==> config.mk <==
export PLATFORM = sky130hd
export DESIGN_NAME = bes_ctrl
export DESIGN_NICKNAME = d
export VERILOG_FILES = /design/src/rtl/bes_pkg.sv /design/src/rtl/bes_ctrl.sv
export SDC_FILE = /design/constraint.sdc
export NUM_CORES = 1
export LEC_CHECK = 0
export BUFFER_PORTS_ARGS = -buffer_cell sky130_fd_sc_hd__buf_4
export CAP_MARGIN = 5
export CELL_PAD_IN_SITES_DETAIL_PLACEMENT = 0
export CELL_PAD_IN_SITES_GLOBAL_PLACEMENT = 1
export CORE_MARGIN = 2
export CORE_UTILIZATION = 37
export CTS_CLUSTER_DIAMETER = 40
export DETAILED_ROUTE_END_ITERATION = 8
export PLACE_DENSITY = 0.89
export SLEW_MARGIN = 20
export SYNTH_ARGS = -nofsm -noshare
export SYNTH_HDL_FRONTEND = slang
export SYNTH_SLANG_ARGS = --single-unit
==> constraint.sdc <==
create_clock -name clk -period 3.8 [get_ports clk]
set_clock_uncertainty 0.05 [all_clocks]
set_input_delay 0.38 -clock clk [delete_from_list [all_inputs] [get_ports clk]]
set_output_delay 0.38 -clock clk [all_outputs]
set_load 0.05 [all_outputs]
==> src/rtl/bes_pkg.sv <==
// Shared types, constants and controller/datapath interface structs of the echo suppressor.
`default_nettype none
package bes_pkg;
	localparam int ENTRIES_DEF   = 64;
	localparam int MAX_FRAME_DEF = 2048;
	localparam int EXPIRY_RESET  = 2;
	localparam int SRC_MAC_FIRST = 6;
	localparam int SRC_MAC_END   = 12;
	localparam int CFG_AW        = 4;
	localparam int CFG_DW        = 64;
	localparam logic REG_OWN_MAC = 1'b0;
	localparam logic REG_EXPIRY  = 1'b1;

	typedef enum logic [1:0] {
		VERDICT_PEND = 2'd0,
		VERDICT_FWD  = 2'd1,
		VERDICT_DROP = 2'd2
	} verdict_t;

	typedef struct packed {
		logic accept;
		logic ld_i0;
		logic inc_i;
		logic ld_j0;
		logic inc_j;
		logic own_tbl;
		logic free_match;
		logic write_slot;
		logic copy_wr;
		logic fin;
		logic fin_drop;
		logic fin_rec;
	} bes_cmd_t;

	typedef struct packed {
		logic ovl;
		logic len_hit;
		logic byte_eq;
		logic j_last;
		logic i_last;
		logic slot_ok;
		logic out_free;
	} bes_status_t;
endpackage
`default_nettype wire

==> src/rtl/bes_ctrl.sv <==
// Controller state machine sequencing byte intake, echo search, slot search and copy.
`default_nettype none
module bes_ctrl (
	input  wire logic                 clk,
	input  wire logic                 arst_n,
	input  wire logic                 in_valid,
	input  wire logic                 last_of_frame,
	output logic                      in_stall,
	input  wire bes_pkg::bes_status_t st,
	output bes_pkg::bes_cmd_t         cmd
);
	import bes_pkg::*;

	typedef enum logic [9:0] {
		S_IDLE    = 10'b0000000001,
		S_START   = 10'b0000000010,
		S_MLEN_RD = 10'b0000000100,
		S_MLEN_CK = 10'b0000001000,
		S_MCMP_RD = 10'b0000010000,
		S_MCMP_CK = 10'b0000100000,
		S_SLOT_RD = 10'b0001000000,
		S_SLOT_CK = 10'b0010000000,
		S_COPY_RD = 10'b0100000000,
		S_COPY_WR = 10'b1000000000
	} state_t;

	state_t state_q, state_d;

	assign in_stall = !((state_q == S_IDLE) && st.out_free);

	always_comb begin
		state_d = state_q;
		cmd     = '0;
		unique case (state_q)
			S_IDLE: begin
				cmd.accept = in_valid && !in_stall;
				if (cmd.accept && last_of_frame) begin
					state_d = S_START;
				end
			end
			S_START: begin
				if (st.ovl) begin
					cmd.fin = 1'b1;
					state_d = S_IDLE;
				end else begin
					cmd.ld_i0 = 1'b1;
					state_d   = S_MLEN_RD;
				end
			end
			S_MLEN_RD: state_d = S_MLEN_CK;
			S_MLEN_CK: begin
				if (st.len_hit) begin
					cmd.ld_j0 = 1'b1;
					state_d   = S_MCMP_RD;
				end else if (st.i_last) begin
					cmd.ld_i0 = 1'b1;
					state_d   = S_SLOT_RD;
				end else begin
					cmd.inc_i = 1'b1;
					state_d   = S_MLEN_RD;
				end
			end
			S_MCMP_RD: state_d = S_MCMP_CK;
			S_MCMP_CK: begin
				if (!st.byte_eq) begin
					if (st.i_last) begin
						cmd.ld_i0 = 1'b1;
						state_d   = S_SLOT_RD;
					end else begin
						cmd.inc_i = 1'b1;
						state_d   = S_MLEN_RD;
					end
				end else if (st.j_last) begin
					cmd.free_match = 1'b1;
					cmd.fin        = 1'b1;
					cmd.fin_drop   = 1'b1;
					state_d        = S_IDLE;
				end else begin
					cmd.inc_j = 1'b1;
					state_d   = S_MCMP_RD;
				end
			end
			S_SLOT_RD: begin
				cmd.own_tbl = 1'b1;
				state_d     = S_SLOT_CK;
			end
			S_SLOT_CK: begin
				cmd.own_tbl = 1'b1;
				if (st.slot_ok) begin
					cmd.write_slot = 1'b1;
					cmd.ld_j0      = 1'b1;
					state_d        = S_COPY_RD;
				end else if (st.i_last) begin
					cmd.fin = 1'b1;
					state_d = S_IDLE;
				end else begin
					cmd.inc_i = 1'b1;
					state_d   = S_SLOT_RD;
				end
			end
			S_COPY_RD: state_d = S_COPY_WR;
			S_COPY_WR: begin
				cmd.copy_wr = 1'b1;
				if (st.j_last) begin
					cmd.fin     = 1'b1;
					cmd.fin_rec = 1'b1;
					state_d     = S_IDLE;
				end else begin
					cmd.inc_j = 1'b1;
					state_d   = S_COPY_RD;
				end
			end
			default: state_d = S_IDLE;
		endcase
	end

	always_ff @(posedge clk or negedge arst_n) begin
		if (!arst_n) begin
			state_q <= S_IDLE;
		end else begin
			state_q <= state_d;
		end
	end
endmodule
`default_nettype wire

==> results of run 1 <==
==> per-layer routing <==
metal,GRT usage,up-vias,routed length [µm]
li1,-,351,-
met1,0.220,331,744
met2,0.303,16,873
met3,0.0615,4,91
met4,0.100,0,31
met5,0,-,0
==> timing repair <==
item / CTS / global route
hold buffers: 1 / 0
gates resized for setup: 0 / 0
endpoints found under the hold margin: 9 / 0
==> power by group <==
part	total [µW]	switching, µW	internal, µW
clock network	102	43.6	58.3
logic	129	82.2	47.3
registers	124	7.05	117
total	356	133	223
==> worst paths after layout <==
kind,endpoint,slack (ns)
max,cmd[7],1.14
min,state_q[2],0.27
max reg2reg,state_q[0],1.86
min reg2reg,state_q[9],0.53
max in group asynchronous,state_q[0],3.06
min in group asynchronous,state_q[5],0.41
==> Yosys cell counts, types with 2 or more instances <==
master     n
or3_1      4
inv_1      6
dfrtp_1    9
o21ai_0    6
a21oi_1    5
nor2_1    12
nor3b_1    3
nor2b_1    2
nor4_4     2
nand2b_1   3
nor3_1     3
nand4_1    3
nand3_1    4
nand2_1    6
==> logic make-up (layout without fill, tap and decap cells) <==
logic type / after synthesis / in the layout / synth area share
multiplexers: 1 / 1 / 0.0144
AO/OA/AOI/OAI: 14 / 14 / 0.115
AND/OR/NAND/NOR: 49 / 49 / 0.432
XOR/XNOR: 2 / 2 / 0.0252
flip-flops: 10 / 10 / 0.362
buffers and inverters: 8 / 35 / 0.0504
==> final cells by class <==
class,instances,share of cell area
clock buffers,4,0.0387
repair buffers,24,0.195
flip-flops and latches,10,0.268
multi-input cells,66,0.435
well taps,25,0.0334
inverters,7,0.0294
==> per-stage QoR <==
| stage | worst slack, ns | util | hold slack, ns | cell area (µm²) | total power (µW) |
|---|---|---|---|---|---|
| CTS | 1.12 | 0.537 | 0.256 | 937 | 360 |
| global placement | 1.47 | 0.510 | 0.170 | 891 | 253 |
| global route | 0.961 | 0.537 | 0.286 | 937 | 380 |
| finish | 1.14 | 0.537 | 0.266 | 937 | 356 |
| floorplan | 0.973 | - | 0.0344 | 694 | 217 |
| detailed placement | 1.45 | 0.510 | 0.174 | 891 | 256 |
==> reports/qor.csv, run 1 <==
metric,value,unit
initial antenna violation count,0,
Longest Clk Path Bufs,2,
count of cell types in the netlist,30,
max_slew headroom,0.717,
"commonest non-fill, non-tap cell in the layout",buf_4,
Syn Area/Cell,8.27,µm²
status,"finished, final reports clean",
Hold WC Path Type,primary input to flop,
Reg with most FFs,state_q,
Layout Cells excl Fill,136,
drt wl/cell,12.8,µm
reg2reg start,state_q[9],
Syn-to-layout area delta,35.0,%
Syn Nets,95,
"Seq/Total Area, Yosys",0.362,
period utilisation layout,0.700,
area of the multi-input gates,408,µm²
num ports,24,
antenna fix cells,0,
port bufs,23,
max-slew violations,0,
CP arrival,2.23,ns
worst slew pin tran,0.422,ns
max incr delay on CP,0.47,ns
total gr overflow,0,
Crit path depth,5,
Hold Fails Final Rpt,0,
worst vdd ir,0.000152,V
Setup-failing EPs final,0,
die area,2240,µm²
Row Count,15,
die span in x,47.3,µm
largest net degree at the start of global routing,11,
"commonest non-fill, non-tap cells in the layout","buf_4, nor2_1, dfrtp_1",
fraction of registers with async set/reset,1.00,
TNS Setup,0,ns
"EDFF count, synth",0,
# fillers,181,
fmax,376,MHz
fin nets,123,
GRT Total Usage,0.188,
core area,1750,µm²
Synth area leader,dfrtp_1,
DP HPWL,1390,µm
first-pass GRT wire length,2780,µm
vias per std cell,5.16,
post-CTS setup buffers,0,
via count,702,
clk_lat worst skew,0.28,ns
Cell Pwr Density,380,nW/µm²
Sink Count,10,
hold path start,st[2],
post-route minimum period,2.66,ns
ratio of cells with drive above 1 in the final layout,0.324,
Slowest cell on crit path,nor4_4,
Die Ht,47.3,µm
vias in the first global route,654,
routability cong.,0.794,
"wirelength, routed",1740,µm
placed cell count,131,
Post-Syn Instances,84,
synthesized flop and latch total,10,
max-cap violation count,0,
"Clk pin slew, worst setup/hold paths",0.08,ns
worst path required time,3.37,ns
crit start category,flop,
Regs by FF count,state_q: 10 flops,
Worst Setup SP,state_q[9],
Hold Crit Depth,2,
number of synthesis warnings,0,
endpoint class of the critical path,output port,
Pre-Repair DR Iteration Count,4,
primary flip-flop cell chosen by synthesis mapping,dfrtp_1,
"Cell Area, Synth",694,µm²
# DRC,0,
RSZ-0062 raised after global routing,no,
critical-path cell list,nor4_4 > nand3b_1 > or3_1 > a21oi_1 > buf_4,
Setup CP Type,flop to output port,
leakage power,0.000463,µW
max FFs per register,10,
Synth area leaders,"dfrtp_1, nor2_1, nor4_4",
Seq. cell area,251,µm²
Crit Path Max Fanout,7,
starting density of the core,0.398,
drt first-iter violations,16,
CTS tree,built,
Yosys top cell area share,0.324,
Worst Path Buf+Inv,1,
ANT nets after route,0,
H-tree depth,1,
CTS Buf Count,3,
r2r worst-path depth,5,
clk root buf,clkbuf_4,
"delay-heaviest family, CP",simple AND/OR/NAND/NOR gates,
Power figures use the tool's default switching activity.
==> run 2, diff against run 1 <==
--- a/config.mk
+++ b/config.mk
@@ -10,10 +10,10 @@
 export CELL_PAD_IN_SITES_DETAIL_PLACEMENT = 0
 export CELL_PAD_IN_SITES_GLOBAL_PLACEMENT = 1
 export CORE_MARGIN = 2
-export CORE_UTILIZATION = 37
+export CORE_UTILIZATION = 34
 export CTS_CLUSTER_DIAMETER = 40
 export DETAILED_ROUTE_END_ITERATION = 8
-export PLACE_DENSITY = 0.89
+export PLACE_DENSITY = 0.83
 export SLEW_MARGIN = 20
 export SYNTH_ARGS = -nofsm -noshare
 export SYNTH_HDL_FRONTEND = slang
==> constraint.sdc (replaced) <==
create_clock -name clk -period 2.7 [get_ports clk]
set_clock_uncertainty 0.05 [all_clocks]
set_input_delay 0.27 -clock clk [delete_from_list [all_inputs] [get_ports clk]]
set_output_delay 0.27 -clock clk [all_outputs]
set_load 0.05 [all_outputs]
==> reports/qor.csv, run 2 (same netlist as run 1, synthesis figures left out) <==
metric,value,unit,change
"wirelength, routed",1690,µm,-2.7%
# DRC,0,,unchanged
Hold Fails Final Rpt,0,,unchanged
drt wl/cell,12.2,µm,-4.8%
Sink Count,10,,unchanged
vias per std cell,5.03,,-2.6%
Setup-failing EPs final,0,,unchanged
clk_lat worst skew,0.26,ns,-0.02 ns
Setup WS post-layout,0.198,ns,-0.943 ns
Hold WC Path Type,primary input to flop,,
TNS Setup,0,ns,unchanged
H-tree depth,1,,unchanged
endpoint class of the critical path,output port,,
ANT nets after route,0,,unchanged
clk root buf,clkbuf_4,,
worst slew pin tran,0.381,ns,-0.0405 ns
Hold Crit Depth,2,,unchanged
Setup CP Type,flop to output port,,
Longest Clk Path Bufs,2,,unchanged
met2 WL post-DR,843,µm,-3.4%
status,"finished, final reports clean",,
max_slew headroom,0.744,,+0.0272
met3 wire length,77,µm,-15%
Cell Pwr Density,520,nW/µm²,+37%
die area,2420,µm²,+8.1%
CTS Buf Count,3,,unchanged
Crit Path Max Fanout,7,,unchanged
port bufs,23,,unchanged
core area,1940,µm²,+11%
r2r worst-path depth,6,,+1
via count,699,,-0.43%
highest metal used,met4,,
Row Count,16,,+1
Pre-Repair DR Iteration Count,4,,unchanged
CTS tree,built,,
RSZ-0062 raised after global routing,no,,
Regs by FF count,state_q: 10 flops,,
antenna fix cells,0,,unchanged
Syn-to-layout area delta,36.4,%,
initial antenna violation count,0,,unchanged
starting density of the core,0.358,,-0.0402
total gr overflow,0,,unchanged
DP HPWL,1380,µm,-0.53%
"commonest non-fill, non-tap cells in the layout","buf_4, nor2_1, dfrtp_1",,
max FFs per register,10,,unchanged
met1 WL,748,µm,+0.54%
post-route minimum period,2.50,ns,
period utilisation layout,0.927,,
max-slew violations,0,,unchanged
first-pass GRT wire length,2940,µm,+5.7%
"Clk pin slew, worst setup/hold paths",0.07,ns,about the same
die span in x,49.2,µm,+4.0%
fin nets,124,,+0.81%
largest net degree at the start of global routing,11,,unchanged
"worst slack, placed",0.467,ns,-0.982 ns
fmax,400,MHz,
GRT Total Usage,0.160,,-0.0284
CP arrival,2.18,ns,-0.05 ns
"commonest non-fill, non-tap cell in the layout",buf_4,,
worst vdd ir,0.000265,V,+75%
Die Ht,49.2,µm,+4.0%
ratio of cells with drive above 1 in the final layout,0.330,,+0.00603
post-CTS setup buffers,0,,unchanged
Reg with most FFs,state_q,,
max-cap violation count,0,,unchanged
drt first-iter violations,12,,-4
routability cong.,0.791,,-0.37%
num ports,24,,unchanged
leakage power,0.000467,µW,+0.89%
r2r setup slk,0.85,ns,-1.01 ns
vias in the first global route,701,,+7.2%
worst path required time,2.38,ns,-0.99 ns
crit start category,flop,,
run 2: changes by cell type in the layout (fill, tap and decap cells not counted), sizes merged:
cell  previous run  this run
buf             23        24
run 2: cell type report:
class	instances	area [µm²]
clock buffer	4	36.3
sequential	10	251
timing repair buffer	25	190
fill	196	995
inverter	7	27.5
multi-input combinational	66	408
tap	27	33.8
run 2: metrics by stage:
| step | instance area [µm²] | hold WS [ns] | power, µW | utilization | std cells |
|---|---|---|---|---|---|
| 6_report | 947 | 0.186 | 493 | 0.488 | 139 |
| 5_1_grt | 947 | 0.180 | 534 | 0.488 | 139 |
| 4_1_cts | 947 | 0.174 | 499 | 0.488 | 139 |
| 3_5_place_dp | 901 | 0.0634 | 359 | 0.464 | 134 |
| 3_3_place_gp | 901 | 0.0623 | 358 | 0.464 | 134 |
| 2_1_floorplan | 694 | -0.0756 | 305 | - | 84 |
run 2: worst max-delay path, cell delays in order (launching register included):
cell and delay (ns):
dfrtp_1 0.46, nor4_4 0.43, nand3_1 0.24, or3_1 0.42, a21oi_1 0.16, buf_4 0.21
run 2: final timing paths:
| path | to | startpoint |
|---|---|---|
| max | cmd[9] | state_q[8] |
| min | state_q[4] | st[3] |
| max reg2reg | state_q[0] | state_q[0] |
| min reg2reg | state_q[7] | state_q[7] |
| max in group asynchronous | state_q[0] | arst_n |
| min in group asynchronous | state_q[6] | arst_n |
run 2: metal layers:
layer	up-vias	track usage
met5	-	0
met4	0	0.0762
met3	4	0.0429
met2	15	0.264
met1	327	0.191
li1	353	-
run 2: timing repair:
item | in CTS | in global routing
hold buffers | 1 | 0
endpoints found under the setup margin | 0 | 2
endpoints found under the hold margin | 10 | 0
gates resized for setup | 0 | 0
run 2: power by group:
group	leakage (µW)	total [µW]	internal (µW)	switching, µW
clock network	0.0000210	136	81.8	54.1
registers	0.000136	174	165	9.14
logic	0.000310	183	66.9	116
==> run 3, diff against run 2 <==
--- a/config.mk
+++ b/config.mk
@@ -13,7 +13,8 @@
 export CORE_UTILIZATION = 34
 export CTS_CLUSTER_DIAMETER = 40
 export DETAILED_ROUTE_END_ITERATION = 8
-export PLACE_DENSITY = 0.83
+export HOLD_SLACK_MARGIN = 0.06
+export PLACE_DENSITY_LB_ADDON = 0.25
 export SLEW_MARGIN = 20
 export SYNTH_ARGS = -nofsm -noshare
 export SYNTH_HDL_FRONTEND = slang
==> reports/qor.csv, run 3 (same netlist as run 1, synthesis figures left out) <==
metric,value,unit,change
fin nets,124,,unchanged
Syn-to-layout area delta,36.4,%,unchanged
# DRC,0,,unchanged
clk_lat worst skew,0.27,ns,about the same
Die Ht,49.2,µm,unchanged
routability cong.,0.830,,+5.0%
GR peak layer,met2,,
antenna fix cells,0,,unchanged
status,"finished, final reports clean",,
Final Total Pwr,500,µW,+1.4%
combinational power share,0.374,,+0.004
Hold Fails Final Rpt,0,,unchanged
die area,2420,µm²,unchanged
H-tree depth,1,,unchanged
Sink Count,10,,unchanged
Crit Path Max Fanout,7,,unchanged
hold_ws,0.176,ns,-0.00984 ns
drt wl/cell,12.6,µm,+3.8%
clk root buf,clkbuf_4,,
max-cap violation count,0,,unchanged
Reg with most FFs,state_q,,
starting density of the core,0.358,,unchanged
Psw,185,µW,+3.3%
post-route minimum period,2.46,ns,-0.0372 ns
largest net degree at the start of global routing,11,,unchanged
RSZ-0062 raised after global routing,no,,
TNS Setup,0,ns,unchanged
Regs by FF count,state_q: 10 flops,,
CTS tree,built,,
Setup-failing EPs final,0,,unchanged
Int Power,315,µW,+0.26%
max FFs per register,10,,unchanged
met2 Use GR,0.282,,+0.0180
worst path required time,2.38,ns,about the same
ANT nets after route,0,,unchanged
Hold WC Path Type,primary input to flop,,
dpl cell area,893,µm²,-0.83%
Pre-Repair DR Iteration Count,4,,unchanged
period utilisation layout,0.913,,-0.0138
Seq pwr share,0.348,,-0.006
Row Count,16,,unchanged
GR met3 Demand/Resource,0.0276,,-0.0153
clock power share,0.279,,+0.003
num ports,24,,unchanged
switching part of the total power,0.370,,+0.00705
worst slew pin tran,0.423,ns,+0.0415 ns
max_slew headroom,0.716,,-0.0279
"commonest non-fill, non-tap cell in the layout",buf_4,,
first-pass GRT wire length,3030,µm,+3.1%
"commonest non-fill, non-tap cells in the layout","buf_4, nor2_1, dfrtp_1",,
fmax,406,MHz,+1.5%
core area,1940,µm²,unchanged
DP HPWL,1400,µm,+1.6%
Setup WS post-layout,0.235,ns,+0.0372 ns
die span in x,49.2,µm,unchanged
"Clk pin slew, worst setup/hold paths",0.07,ns,about the same
vias per std cell,4.94,,-1.7%
routing usage on met1,0.203,,+0.0120
CP arrival,2.14,ns,-0.04 ns
CTS Buf Count,3,,unchanged
drt first-iter violations,14,,+2
leakage power,0.000467,µW,about the same
Cell Pwr Density,527,nW/µm²,+1.4%
port bufs,23,,unchanged
# fillers,217,,+11%
Longest Clk Path Bufs,2,,unchanged
cell area after layout,947,µm²,unchanged
total gr overflow,0,,unchanged
GRT Total Usage,0.167,,+0.00738
worst vdd ir,0.000255,V,-3.9%
endpoint class of the critical path,output port,,
"wirelength, routed",1760,µm,+3.8%
Setup CP Type,flop to output port,,
ratio of cells with drive above 1 in the final layout,0.330,,unchanged
initial antenna violation count,0,,unchanged
crit start category,flop,,
vias in the first global route,699,,-0.29%
max-slew violations,0,,unchanged
"worst slack, placed",0.419,ns,-0.0482 ns
via count,687,,-1.7%
run 3: final cells by class:
| class | instances | area [µm²] | area share |
|---|---|---|---|
| clock buffers | 4 | 36.3 | 0.0383 |
| inverters | 7 | 27.5 | 0.0291 |
| multi-input cells | 66 | 408 | 0.431 |
| flip-flops and latches | 10 | 251 | 0.266 |
| well taps | 27 | 33.8 | 0.0357 |
| repair buffers | 25 | 190 | 0.201 |
run 3: metal layers:
layer | up-vias | routed length, µm
met3 | 5 | 67
met4 | 0 | 36
li1 | 355 | -
met5 | - | 0
met2 | 16 | 819
met1 | 311 | 835
run 3: worst max-delay path, stage by stage, from the launching register on:
cell and delay (ns):
dfrtp_1 0.45, nor4_4 0.48, nand3_2 0.13, or3b_4 0.41, clkinv_2 0.07, a221o_2 0.15
buf_4 0.19
run 3: path summary, 6_finish.rpt:
kind / slack, ns / end / cells after the start / start
max: 0.24 / cmd[2] / 6 / state_q[5]
min: 0.18 / state_q[1] / 3 / in_valid
max reg2reg: 0.80 / state_q[0] / 5 / state_q[5]
min reg2reg: 0.53 / state_q[9] / 1 / state_q[9]
max in group asynchronous: 2.06 / state_q[0] / 2 / arst_n
min in group asynchronous: 0.32 / state_q[7] / 2 / arst_n
run 3: power by group through the flow:
stage               clock [µW]  sequential, µW  combinational (µW)
finish                     139             174                 187
global route               154             177                 205
CTS                        142             174                 185
detailed placement           0             177                 183
global placement             0             176                 188
floorplan                    0             175                 130
run 3: stage by stage:
| step | utilization | std cells |
|---|---|---|
| 2_1_floorplan | - | 84 |
| 3_3_place_gp | 0.460 | 133 |
| 3_5_place_dp | 0.460 | 133 |
| 4_1_cts | 0.484 | 138 |
| 5_1_grt | 0.488 | 139 |
| 6_report | 0.488 | 139 |
run 3: what timing repair did:
action                                  4_1_cts  5_1_grt
hold buffers                                  1        0
endpoints found under the setup margin        0        3
resized for setup                             0        0
hold endpoints to repair                     10        0
setup buffers                                 0        1
